--- src/rtl/urc_pkg.sv ---
// shared types, codes and constant tables for the ultrasonic ranging controller
package urc_pkg;

  // command codes carried in the input tuser
  typedef enum logic [1:0] {
    CMD_TICK   = 2'd0,
    CMD_WRITE  = 2'd1,
    CMD_READ   = 2'd2,
    CMD_UNUSED = 2'd3
  } cmd_t;

  // result status codes
  typedef enum logic [1:0] {
    STAT_OK       = 2'd0,
    STAT_DISABLED = 2'd1,
    STAT_EMPTY    = 2'd2,
    STAT_RSVD     = 2'd3
  } status_t;

  // configuration register indexes
  localparam logic [1:0] CFG_RANGE_MODE   = 2'd0;
  localparam logic [1:0] CFG_TRIGGER_RATE = 2'd1;
  localparam logic [1:0] CFG_BLOCK_ENABLE = 2'd2;

  localparam int DIST_W = 16;
  localparam int RATE_W = 5;
  localparam int MS_W   = 10;

  // request from the ranging logic to the distance fifo for one tick
  typedef struct packed {
    logic              valid;
    logic              push;
    logic              clear;
    logic              read;
    logic [DIST_W-1:0] push_data;
  } fifo_req_t;

  // fifo state after the request is applied
  typedef struct packed {
    logic       empty;
    logic [2:0] fill_count;
  } fifo_stat_t;

  // trigger period in ms for a rate in hertz, rate clamped to 1..16
  function automatic logic [MS_W-1:0] ms_per_period(input logic [RATE_W-1:0] rate);
    logic [MS_W-1:0] ms;
    case (rate)
      5'd0, 5'd1: ms = 10'd1000;
      5'd2:       ms = 10'd500;
      5'd3:       ms = 10'd333;
      5'd4:       ms = 10'd250;
      5'd5:       ms = 10'd200;
      5'd6:       ms = 10'd166;
      5'd7:       ms = 10'd142;
      5'd8:       ms = 10'd125;
      5'd9:       ms = 10'd111;
      5'd10:      ms = 10'd100;
      5'd11:      ms = 10'd90;
      5'd12:      ms = 10'd83;
      5'd13:      ms = 10'd76;
      5'd14:      ms = 10'd71;
      5'd15:      ms = 10'd66;
      default:    ms = 10'd62;
    endcase
    return ms;
  endfunction

endpackage

--- src/rtl/ultrasonic_ranging_controller_top.sv ---
// ultrasonic ranging controller: trigger generation, echo timing and distance fifo
//
// Each input transaction on the s_ group is one timestamp tick: s_tuser holds the
// command (tick, write or read), s_tdata the sampled echo level and the write
// argument. For every input transaction exactly one result transaction leaves
// on the m_ group: trigger level, popped distance, status, fill count and
// whether continuous ranging runs; m_tuser flags a valid popped distance.
// The cfg port writes range mode, trigger rate and enable at any edge with
// cfg_we high; write it only while no tick is in flight.
// From input to result a tick passes the input register, then the tick logic into
// the result register. One tick is taken every cycle while the receiver does not
// stall; the tick logic and the fifo update take effect together when a tick advances.
// The echo width is turned into centimetres by a running remainder/quotient
// counter, so no divider is needed. When the receiver stalls, the result
// register holds and one more tick can still wait in the input register, after
// which s_tready drops. Synchronous reset empties both registers, stops
// ranging, clears the fifo count and returns the config registers to one-shot
// mode, 16 Hz and enabled.
module ultrasonic_ranging_controller_top #(
  parameter int FIFO_DEPTH   = 5,
  parameter int TICKS_PER_US = 400,
  parameter int US_PER_CM    = 58,
  parameter int TRIGGER_US   = 10
) (
  input  logic        clk,
  input  logic        rst,
  // configuration write port
  input  logic        cfg_we,
  input  logic [1:0]  cfg_index,
  input  logic [4:0]  cfg_data,
  // input ticks
  input  logic        s_tvalid,
  output logic        s_tready,
  input  logic [7:0]  s_tdata,   // echo_level, write_value, zero fill
  input  logic [1:0]  s_tuser,   // cmd
  // results
  output logic        m_tvalid,
  input  logic        m_tready,
  output logic [23:0] m_tdata,   // trigger_level, distance_cm, status, fill_count,
                                 // ranging_active, zero fill
  output logic [0:0]  m_tuser    // read_valid
);
  import urc_pkg::*;

  localparam int PULSE_TICKS  = TRIGGER_US * TICKS_PER_US;
  localparam int PULSE_W      = $clog2(PULSE_TICKS + 1);
  localparam int TICKS_PER_CM = US_PER_CM * TICKS_PER_US;
  localparam int REM_W        = (TICKS_PER_CM > 1) ? $clog2(TICKS_PER_CM) : 1;
  localparam int TICKS_PER_MS = 1000 * TICKS_PER_US;
  localparam int PERIOD_W     = $clog2(1000 * TICKS_PER_MS);
  localparam logic [REM_W-1:0]    REM_LAST    = REM_W'(TICKS_PER_CM - 1);
  localparam logic [PULSE_W-1:0]  PULSE_LOAD  = PULSE_W'(PULSE_TICKS - 1);
  localparam logic [PERIOD_W-1:0] PERIOD_INIT = PERIOD_W'(62 * TICKS_PER_MS - 1);

  // configuration registers
  logic              range_mode;
  logic [RATE_W-1:0] trigger_rate_hz;
  logic              block_enable;
  logic [PERIOD_W-1:0] period_reload;

  // input register
  logic s1_valid;
  cmd_t s1_cmd;
  logic s1_echo;
  logic s1_wval;

  // ranging state
  logic                echo_prev;
  logic [31:0]         width_count, width_count_next;
  logic [REM_W-1:0]    width_rem, width_rem_next;
  logic [DIST_W-1:0]   width_cm, width_cm_next;
  logic [PULSE_W-1:0]  pulse_count, pulse_count_next;
  logic [PERIOD_W-1:0] period_count, period_count_next;
  logic                running, running_next;

  // result register
  logic    r_trig;
  logic    r_valid;
  status_t r_status;
  logic [2:0] r_fill;
  logic    r_active;

  // tick logic signals
  logic s2_free, advance;
  logic push, step_en;
  logic [REM_W-1:0]  rem_base;
  logic [DIST_W-1:0] cm_base;
  logic is_write, is_read, cmd_any, oneshot, start;
  logic run_cmd;
  logic [PERIOD_W-1:0] period_cmd;
  logic fire, pulse_set, trig;
  logic read_valid;
  status_t status;

  fifo_req_t  fifo_req;
  fifo_stat_t fifo_stat;
  logic [DIST_W-1:0] fifo_rd;

  // handshake
  assign s2_free  = !m_tvalid || m_tready;
  assign advance  = s1_valid && s2_free;
  assign s_tready = !s1_valid || s2_free;

  // configuration writes
  always_ff @(posedge clk) begin
    if (rst) begin
      range_mode      <= 1'b0;
      trigger_rate_hz <= RATE_W'(16);
      block_enable    <= 1'b1;
    end else if (cfg_we) begin
      case (cfg_index)
        CFG_RANGE_MODE:   range_mode      <= cfg_data[0];
        CFG_TRIGGER_RATE: trigger_rate_hz <= cfg_data;
        CFG_BLOCK_ENABLE: block_enable    <= cfg_data[0];
        default: ;
      endcase
    end
  end

  // period reload in ticks, recomputed from the rate register
  always_ff @(posedge clk) begin
    if (rst) begin
      period_reload <= PERIOD_INIT;
    end else begin
      period_reload <= PERIOD_W'({22'd0, ms_per_period(trigger_rate_hz)} *
                                 32'(TICKS_PER_MS) - 32'd1);
    end
  end

  // input register
  always_ff @(posedge clk) begin
    if (rst) begin
      s1_valid <= 1'b0;
    end else if (s_tvalid && s_tready) begin
      s1_valid <= 1'b1;
    end else if (advance) begin
      s1_valid <= 1'b0;
    end
  end

  always_ff @(posedge clk) begin
    if (s_tvalid && s_tready) begin
      s1_cmd  <= cmd_t'(s_tuser);
      s1_echo <= s_tdata[0];
      s1_wval <= s_tdata[1];
    end
  end

  // echo timing: width in ticks kept as centimetres plus remainder
  always_comb begin
    push     = !s1_echo && echo_prev;
    rem_base = echo_prev ? width_rem : '0;
    cm_base  = echo_prev ? width_cm : '0;
    step_en  = s1_echo && (!echo_prev || (width_count != '1));
    if (!s1_echo) begin
      width_count_next = width_count;
    end else if (!echo_prev) begin
      width_count_next = 32'd1;
    end else if (width_count != '1) begin
      width_count_next = width_count + 32'd1;
    end else begin
      width_count_next = width_count;
    end
    width_rem_next = width_rem;
    width_cm_next  = width_cm;
    if (step_en) begin
      if (rem_base == REM_LAST) begin
        width_rem_next = '0;
        width_cm_next  = (cm_base == '1) ? cm_base : DIST_W'(cm_base + 1'b1);
      end else begin
        width_rem_next = REM_W'(rem_base + 1'b1);
        width_cm_next  = cm_base;
      end
    end
  end

  // command decode, continuous triggering and the trigger pulse
  always_comb begin
    is_write   = (s1_cmd == CMD_WRITE);
    is_read    = (s1_cmd == CMD_READ);
    cmd_any    = is_write || is_read;
    oneshot    = !range_mode;
    start      = block_enable && is_write && range_mode && s1_wval;
    run_cmd    = (block_enable && is_write && range_mode) ? s1_wval
                                                          : (range_mode && running);
    period_cmd = start ? '0 : period_count;
    fire       = run_cmd && (period_cmd == '0);
    if (!run_cmd) begin
      period_count_next = period_cmd;
    end else if (fire) begin
      period_count_next = period_reload;
    end else begin
      period_count_next = PERIOD_W'(period_cmd - 1'b1);
    end
    running_next = run_cmd;
    pulse_set    = (block_enable && oneshot && cmd_any) || fire;
    trig         = pulse_set || (pulse_count != '0);
    if (pulse_set) begin
      pulse_count_next = PULSE_LOAD;
    end else if (pulse_count != '0) begin
      pulse_count_next = PULSE_W'(pulse_count - 1'b1);
    end else begin
      pulse_count_next = '0;
    end
  end

  // fifo request for this tick
  always_comb begin
    fifo_req.valid     = advance;
    fifo_req.push      = push;
    fifo_req.clear     = block_enable && is_write && oneshot && s1_wval;
    fifo_req.read      = block_enable && is_read;
    fifo_req.push_data = width_cm;
  end

  urc_fifo #(
    .DEPTH (FIFO_DEPTH)
  ) u_fifo (
    .clk     (clk),
    .rst     (rst),
    .req     (fifo_req),
    .stat    (fifo_stat),
    .rd_data (fifo_rd)
  );

  // status and read result
  always_comb begin
    read_valid = block_enable && is_read && !fifo_stat.empty;
    if (!cmd_any) begin
      status = STAT_OK;
    end else if (!block_enable) begin
      status = STAT_DISABLED;
    end else if (is_read && fifo_stat.empty) begin
      status = STAT_EMPTY;
    end else begin
      status = STAT_OK;
    end
  end

  // ranging state update
  always_ff @(posedge clk) begin
    if (rst) begin
      echo_prev    <= 1'b0;
      width_count  <= '0;
      width_rem    <= '0;
      width_cm     <= '0;
      pulse_count  <= '0;
      period_count <= '0;
      running      <= 1'b0;
    end else if (advance) begin
      echo_prev    <= s1_echo;
      width_count  <= width_count_next;
      width_rem    <= width_rem_next;
      width_cm     <= width_cm_next;
      pulse_count  <= pulse_count_next;
      period_count <= period_count_next;
      running      <= running_next;
    end
  end

  // result register
  always_ff @(posedge clk) begin
    if (rst) begin
      m_tvalid <= 1'b0;
    end else if (advance) begin
      m_tvalid <= 1'b1;
    end else if (m_tready) begin
      m_tvalid <= 1'b0;
    end
  end

  always_ff @(posedge clk) begin
    if (advance) begin
      r_trig   <= trig;
      r_valid  <= read_valid;
      r_status <= status;
      r_fill   <= fifo_stat.fill_count;
      r_active <= running_next;
    end
  end

  // output packing
  assign m_tdata = {1'b0, r_active, r_fill, r_status,
                    (r_valid ? fifo_rd : {DIST_W{1'b0}}), r_trig};
  assign m_tuser = r_valid;

endmodule

--- src/rtl/urc_fifo.sv ---
// distance fifo that drops its oldest entry when full, with registered read
module urc_fifo #(
  parameter int DEPTH = 5
) (
  input  logic                             clk,
  input  logic                             rst,
  input  urc_pkg::fifo_req_t               req,
  output urc_pkg::fifo_stat_t              stat,
  output logic [urc_pkg::DIST_W-1:0]       rd_data
);
  import urc_pkg::*;

  localparam int AW = (DEPTH > 1) ? $clog2(DEPTH) : 1;
  localparam int CW = $clog2(DEPTH + 1);
  localparam logic [AW-1:0] LAST_SLOT = AW'(DEPTH - 1);
  localparam logic [CW-1:0] FULL_CNT  = CW'(DEPTH);

  logic [DIST_W-1:0] mem [DEPTH];
  logic [AW-1:0]     wr_idx, wr_idx_next;
  logic [AW-1:0]     rd_idx, rd_idx_next;
  logic [CW-1:0]     cnt, cnt_next;
  logic [AW-1:0]     wr_after_push, rd_after_push;
  logic [CW-1:0]     cnt_after_push;
  logic              full, pop;
  logic [DIST_W-1:0] mem_q;
  logic [DIST_W-1:0] byp_data;
  logic              byp_sel;

  function automatic logic [AW-1:0] next_slot(input logic [AW-1:0] i);
    return (i == LAST_SLOT) ? '0 : AW'(i + 1'b1);
  endfunction

  // push first, then clear or pop
  always_comb begin
    full           = (cnt == FULL_CNT);
    wr_after_push  = req.push ? next_slot(wr_idx) : wr_idx;
    rd_after_push  = (req.push && full) ? next_slot(rd_idx) : rd_idx;
    cnt_after_push = (req.push && !full) ? CW'(cnt + 1'b1) : cnt;
    pop            = req.read && (cnt_after_push != '0);
    wr_idx_next    = wr_after_push;
    rd_idx_next    = rd_after_push;
    cnt_next       = cnt_after_push;
    if (req.clear) begin
      wr_idx_next = '0;
      rd_idx_next = '0;
      cnt_next    = '0;
    end else if (pop) begin
      rd_idx_next = next_slot(rd_after_push);
      cnt_next    = CW'(cnt_after_push - 1'b1);
    end
  end

  assign stat.empty      = (cnt_after_push == '0);
  assign stat.fill_count = 3'(cnt_next);

  // pointers and count
  always_ff @(posedge clk) begin
    if (rst) begin
      wr_idx <= '0;
      rd_idx <= '0;
      cnt    <= '0;
    end else if (req.valid) begin
      wr_idx <= wr_idx_next;
      rd_idx <= rd_idx_next;
      cnt    <= cnt_next;
    end
  end

  // storage write
  always_ff @(posedge clk) begin
    if (req.valid && req.push) begin
      mem[wr_idx] <= req.push_data;
    end
  end

  // registered read, forwarding an entry written in the same tick
  always_ff @(posedge clk) begin
    if (req.valid) begin
      mem_q    <= mem[rd_after_push];
      byp_data <= req.push_data;
      byp_sel  <= req.push && (rd_after_push == wr_idx);
    end
  end

  assign rd_data = byp_sel ? byp_data : mem_q;

endmodule

--- config.mk ---
export PLATFORM = sky130hd
export DESIGN_NAME = ultrasonic_ranging_controller_top
export DESIGN_NICKNAME = d
export VERILOG_FILES = /design/src/rtl/urc_pkg.sv /design/src/rtl/ultrasonic_ranging_controller_top.sv /design/src/rtl/urc_fifo.sv
export SDC_FILE = /design/constraint.sdc
export NUM_CORES = 1
export LEC_CHECK = 0
export ABC_AREA = 1
export BUFFER_PORTS_ARGS = -buffer_cell sky130_fd_sc_hd__buf_2
export CAP_MARGIN = 30
export CORE_MARGIN = 5
export CORE_UTILIZATION = 45
export CTS_CLUSTER_SIZE = 40
export DETAILED_ROUTE_END_ITERATION = 12
export GPL_TIMING_DRIVEN = 0
export SYNTH_ARGS = -nofsm -noshare
export SYNTH_HDL_FRONTEND = slang
export SYNTH_SLANG_ARGS = --single-unit
--- constraint.sdc ---
create_clock -name clk -period 5.8 [get_ports clk]
set_input_delay 0 -clock clk [delete_from_list [all_inputs] [get_ports clk]]
set_output_delay 0 -clock clk [all_outputs]
set_load 0.05 [all_outputs]
# Word level (Yosys, flattened, before mapping)

Memory sizes are Yosys's and may differ from the RTL's. A register that Yosys moved wholly into a read port is not among the register bits.
Cells that the tools add are included.

Flip-flop bits (word level): 182
RAM bits: 80
Bits in read-only memories: 160
Bits of input ports: 22
Output and inout bits: 27
Word-level logic and storage cells: 141
Memories kept: 2

Memories:

| name            | words | bits a word | rd ports | clocked after Yosys merged registers in | wr ports | RTL line       | RTL |
|---|---|---|---|---|---|---|---|
| (no name shown) | 16    | 10          | 1        | 1                                       | 0        | urc_pkg.sv:47  | `case (rate)` |
| u_fifo.mem      | 5     | 16          | 1        | 1                                       | 1        | urc_fifo.sv:18 | `logic [DIST_W-1:0] mem [DEPTH];` |

Add/subtract/negate cells: 11
$mul: 1
Eq/ne operators: 13
Mux-type cells: 38
Reductions and logical operators: 49

Operators by type and width:

| kind                                                | number |
|---|---|
| 2-to-1 mux 29 bit                                   | 3 |
| 2-to-1 mux 16 bit                                   | 5 |
| 2-to-1 mux 32 bit                                   | 2 |
| subtractor 29 x 1 -> 29 bit, second input constant  | 2 |
| 2-to-1 mux 3 bit                                    | 11 |
| adder 32 x 1 -> 32 bit, second input constant       | 1 |
| inequality test 32 bit, second input constant       | 1 |
| 2-to-1 mux 15 bit                                   | 2 |
| logical NOT 29 bit                                  | 1 |
| 2-to-1 mux 12 bit                                   | 2 |
| multiplier 10 x 12 -> 22 bit, second input constant | 1 |
| logical AND 1 bit                                   | 21 |
| 2-to-1 mux 10 bit                                   | 2 |
| adder 16 x 1 -> 16 bit, second input constant       | 1 |
| equality test 16 bit, second input constant         | 1 |
| adder 15 x 1 -> 15 bit, second input constant       | 1 |
| equality test 15 bit, second input constant         | 1 |
| adder 3 x 1 -> 3 bit, second input constant         | 4 |
| equality test 3 bit, second input constant          | 4 |
| AND reduction 2 bit                                 | 6 |
| nonzero test 12 bit                                 | 1 |
| subtractor 12 x 1 -> 12 bit, second input constant  | 1 |
| 2-to-1 mux 1 bit                                    | 8 |
| 2-to-1 mux 4 bit                                    | 2 |
| 13 further kinds                                    | 28 |

# Longest topological paths before layout

Depth after elaboration: 9
Mapped depth: 27
Mapped depth without buffers: 27

# Cells and area by module

From an unflattened synthesis, not the netlist that was laid out.

Cells, all modules: 2273
Area, all modules: 16976.3 um^2

Modules (own cells, without submodules):

| module                            | instances | cells each | area each (um^2) | seq. area each (um^2) |
|---|---|---|---|---|
| ultrasonic_ranging_controller_top | 1         | 1854       | 11920.2          | 3303.2 |
| urc_fifo                          | 1         | 419        | 5056.1           | 3573.4 |

# Worst setup path before layout

No wires, ideal clock.

Path kind: flip-flop to flip-flop
Start: register trigger_rate_hz[4]
End: register period_reload[28]
Setup time: 0.115 ns
Data arrival time: 4.367 ns
Data required time: 5.685 ns
Setup slack: 1.318 ns
Stages on the path, launching flop included: 25
Buffers on the path: 1
Clock period less this slack: 4.482 ns
Path through: dfxtp_1 -> clkbuf_1 -> inv_1 -> nand2_1 -> inv_1 -> ha_1 -> ha_1 -> inv_1 -> fa_1 -> inv_1 -> fa_1 -> ha_1 -> ha_1 -> nand2_1 -> inv_1 -> a21oi_1 -> inv_1 -> a21oi_1 -> nand3_1 -> nand2_1 -> nand2_1 -> nor2_1 -> nand3_1 -> nand2_1 -> nor2_1

Cells in the longest elaborated chain, start to end: 4

Ends and longest elaborated chain:

| item                         | RTL line                                 | RTL |
|---|---|---|
| start, declared              | ultrasonic_ranging_controller_top.sv:57  | `logic [RATE_W-1:0] trigger_rate_hz;` |
| start signal, assigned       | ultrasonic_ranging_controller_top.sv:113 | `CFG_TRIGGER_RATE: trigger_rate_hz <= cfg_data;` |
| 2-to-1 mux 10 bit            | urc_pkg.sv:47                            |  |
| 2-to-1 mux 10 bit            | ultrasonic_ranging_controller_top.sv:122 | `if (rst) begin` |
| multiplier 10 x 12 -> 22 bit | ultrasonic_ranging_controller_top.sv:125 | `period_reload <= PERIOD_W'({22'd0, ms_per_period(trigger_rate_hz)} *` |
| subtractor 29 x 1 -> 29 bit  | ultrasonic_ranging_controller_top.sv:126 | `32'(TICKS_PER_MS) - 32'd1);` |
| end signal, assigned         | ultrasonic_ranging_controller_top.sv:125 |  |
| end, declared                | ultrasonic_ranging_controller_top.sv:59  | `logic [PERIOD_W-1:0] period_reload;` |

Every way passes these cells. The select of a mux whose other input is x is not followed.
A chain may end at the register's enable or synchronous reset.

# Worst setup path after layout

Start: register trigger_rate_hz[4]
End: register period_reload[21]

Same word-level chain as after synthesis.

==> qor.yml <==
initial_utilization_pct: 45.5
cp_cell_sequence: "clkbuf_1 > or2_2 > ha_1 > ha_1 > inv_1 > fa_1 > inv_1 > fa_1 > ha_1 > ha_1 > nand2_1 > inv_1 > a21oi_1 > nand2_1 > xnor2_1 > nand2_1 > inv_1 > nand2_1 > nor2_1 > inv_1 > o21ai_0 > nand3_1"
drive_gt1_share_pct: 9.73
finalInstanceArea_sq_um: 19300
synthXorXnorAreaFrac_pct: 3.37
antenna_found_initial: 0
worst_setup_path_end_kind: "register"
ys_seq_elements: 281
first_global_vias: 13900
critPathMaxStageDelay_ns: 0.51
gr-total-overflow: 0
synth-edff-count: 125
ys_seq_area_share_pct: 40.1
track_usage_pct: 21.0
yosysMostFrequentCell: "nand2_1"
min_path_cells: 2
dp_cells: 2789
die_area_sq_um: 42100
htree_levels: 2
status: "complete, no violations"
setup_ws_ns: 0.656
p_leak_nw: 8.14
num_rows: 71
path_class: "register to register"
ys_top_cells_by_count: "537 x nand2_1, 254 x nor2_1, 240 x inv_1"
p_sw_mw: 1.84
netlist_area_sq_um: 17100
wirelength_mm: 44.1
n_antenna_cell: 0
dp_hpwl_mm: 33.8
cts_tree: "done"
pwr-share-seq_pct: 38.5
r2r_end: "period_reload[21]$_SDFF_PP1_"
gp_congestion: 0.913
vias: 14800
synth_cell_types: 60
area_growth_pct: 12.8
drcViolationCount: 0
finalNonFillerCells: 2865
synth_fa_ha_area_share_pct: 9.19
cts-root-buf: "clkbuf_16"
synth-simple-area-share_pct: 27.6
final_util_pct: 51.3
setup_viol: 0
firstDrtPassIters: 6
period_share_pct: 88.7
synth_top_family_by_area: "simple AND/OR/NAND/NOR gates"
regToRegStartpoint: "trigger_rate_hz[4]$_SDFFE_PP1P_"
die_w_um: 205
p_int_mw: 3.86
io_buffers: 40
skew_ns: 0.0177
fin_total_pwr_mw: 5.70
max_freq_ghz: 0.194
via_per_inst: 5.17
cts_buffer_depth: 3
synth_compound_area_share_pct: 11.6
num-nets-final: 2465
core_sq_um: 37700
use_met1_pct: 31.3
cpMostUsedCell: "inv_1"
synth.avg_cell_area_sq_um: 7.68
use_met3_pct: 3.01
numCtsBuffers: 34
synthArstFlopShare_pct: 0
crit_path_start_kind: "register"
cts_setup_buffers: 0
yosys.area.top_type: "edfxtp_1"
grt_use_met2_pct: 32.3
grt_pass1_wl_mm: 72.4
rsz0062_at_grt: "false"
crit_required_ns: 6.19
tightestPinTransition_ns: 0.897
hp-class: "primary input to register"
ant_nets: 0
clkPwrFrac_pct: 37.4
cp_num_buf_inv: 6
synthesis.instances: 2232
cts_resized: 0
yosys-top-cells-area: "edfxtp_1 22%, dfxtp_1 18%, nand2_1 12%"
whs_endpoint: "trigger_rate_hz[2]$_SDFFE_PP0P_"
hp-start: "rst"
grt_max_degree: 39
cap_violations: 0
synth_top_area_share_pct: 21.9
rr_worst_depth: 22
fillers: 3755
hold_violations: 0
power.density_nw_per_um2: 295
yosysWarnings: 0
cp_data_arrival_time_ns: 5.53
busiest_layer: "met2"
first_iter_violations: 1237
p_sw_share_pct: 32.3
rrSetupSlack_ns: 0.66
synth.area.mux_share_pct: 0.0584
synth-main-ff-cell: "dfxtp_1"
layout_min_cycle_time_ns: 5.14
syn_nets: 2369
irDropWorstVdd_mv: 0.165
postPlaceCellArea_sq_um: 18100
critPathSlowestCell: "fa_1"
timing.hold.ws_ns: 0.0630
path_delay_family: "adder cells"
die_h_um: 205
worstPathMaxFanout: 10
cts.reportedPaths.clkPinSlew_ns: 0.06
drv_slew: 0
slew_headroom_pct: 39.7
boundaryPins: 49
cts.sinks: 281
clock_latency_ns: 0.55
comb_power_share_pct: 24.1
pre_cts_ws_ns: 0.661
routedWlPerCell_um: 15.4
fin_tns_setup_ns: 0
power by group through the flow:
stage	logic (mW)	registers, mW	clock network, mW
floorplan	1.04	2.23	0
CTS	1.37	2.19	2.18
detailed placement	1.35	2.24	0
global placement	1.34	2.24	0
global route	1.58	2.20	2.26
finish	1.37	2.19	2.13
cell families after synthesis:
| family | Yosys count |
|---|---|
| compound gates | 362 |
| xor+xnor | 66 |
| fa+ha+maj | 115 |
| buf+inv | 328 |
| flops | 281 |
| mux | 1 |
| other cells | 1 |
| simple gates | 1078 |
layout make-up:
class	instances	area, sq um	area share [%]
repair buffers	60	409	2.12
clock inverters	15	174	0.900
inverters	253	956	4.95
flip-flops and latches	281	6880	35.6
well taps	511	639	3.31
multi-input cells	1623	8900	46.0
plain buffers	75	429	2.22
clock buffers	47	950	4.91
worst max path at each step:
stage,to,startpoint,cells after the start,slack (ns)
floorplan,period_reload[28]$_SDFF_PP0_,trigger_rate_hz[4]$_SDFFE_PP1P_,24,1.32
global placement,period_reload[28]$_SDFF_PP0_,trigger_rate_hz[4]$_SDFFE_PP1P_,24,0.76
detailed placement,period_reload[28]$_SDFF_PP0_,trigger_rate_hz[4]$_SDFFE_PP1P_,24,0.66
CTS,period_reload[28]$_SDFF_PP0_,trigger_rate_hz[4]$_SDFFE_PP1P_,24,0.64
global route,period_reload[26]$_SDFF_PP0_,trigger_rate_hz[4]$_SDFFE_PP1P_,24,0.14
finish,period_reload[21]$_SDFF_PP1_,trigger_rate_hz[4]$_SDFFE_PP1P_,22,0.66
what timing repair did:
| action | CTS | global route |
|---|---|---|
| hold buffers | 14 | 0 |
| endpoints found under the setup margin | 0 | 0 |
| endpoints found under the hold margin | 19 | 0 |
registers in the layout, summed over array words and instances, names as in the netlist, 3 cells and up, named ones only:
register         cells
u_fifo.mem_q        16
r_fill               3
u_fifo.rd_idx        3
u_fifo.mem          80
width_cm            16
u_fifo.cnt           3
period_count        29
pulse_count         12
u_fifo.wr_idx        3
width_rem           15
period_reload       22
u_fifo.byp_data     16
width_count         32
trigger_rate_hz      5
per-layer routing:
layer | part of all wire, % | wire [um] | vias to the layer above
met1 | 50 | 22000 | 6859
met5 | 0 | 0 | -
met4 | 1.8 | 776 | 0
met3 | 5.2 | 2290 | 51
met2 | 43 | 19000 | 317
li1 | - | - | 7578
worst register-to-register path: cells and delay by family (launching register included):
kind,cells,cell delay [ns]
adders and majority gates,6,2.33
and+or+nand+nor,7,1.15
buffers and inverters,6,0.56
xor gates and xnor gates,1,0.34
DFF,1,0.33
AOI/OAI and AO/OA,2,0.28
cells in the final DEF, fill, tap and decap left out, types with 6 or more instances in the layout:
cell type,instances
a31oi_1,6
buf_2,59
a21oi_1,178
nor2_2,9
clkbuf_1,37
or2_2,6
o211ai_1,11
nand2_1,537
inv_2,8
nand4_1,33
nor2_1,254
clkbuf_16,34
clkinv_2,9
nor2_4,7
o21ai_1,21
inv_1,240
buf_6,11
dfxtp_1,156
dlygate4sd3_1,14
nand2_2,12
edfxtp_1,125
xnor2_1,24
nand3_1,144
ha_1,97
o21ai_0,102
xor2_1,42
buf_4,19
nor4_1,7
nor3_2,11
fa_1,18
o31ai_1,16
o21ai_2,9
nor3_1,30
Power figures use the tool's default switching activity.
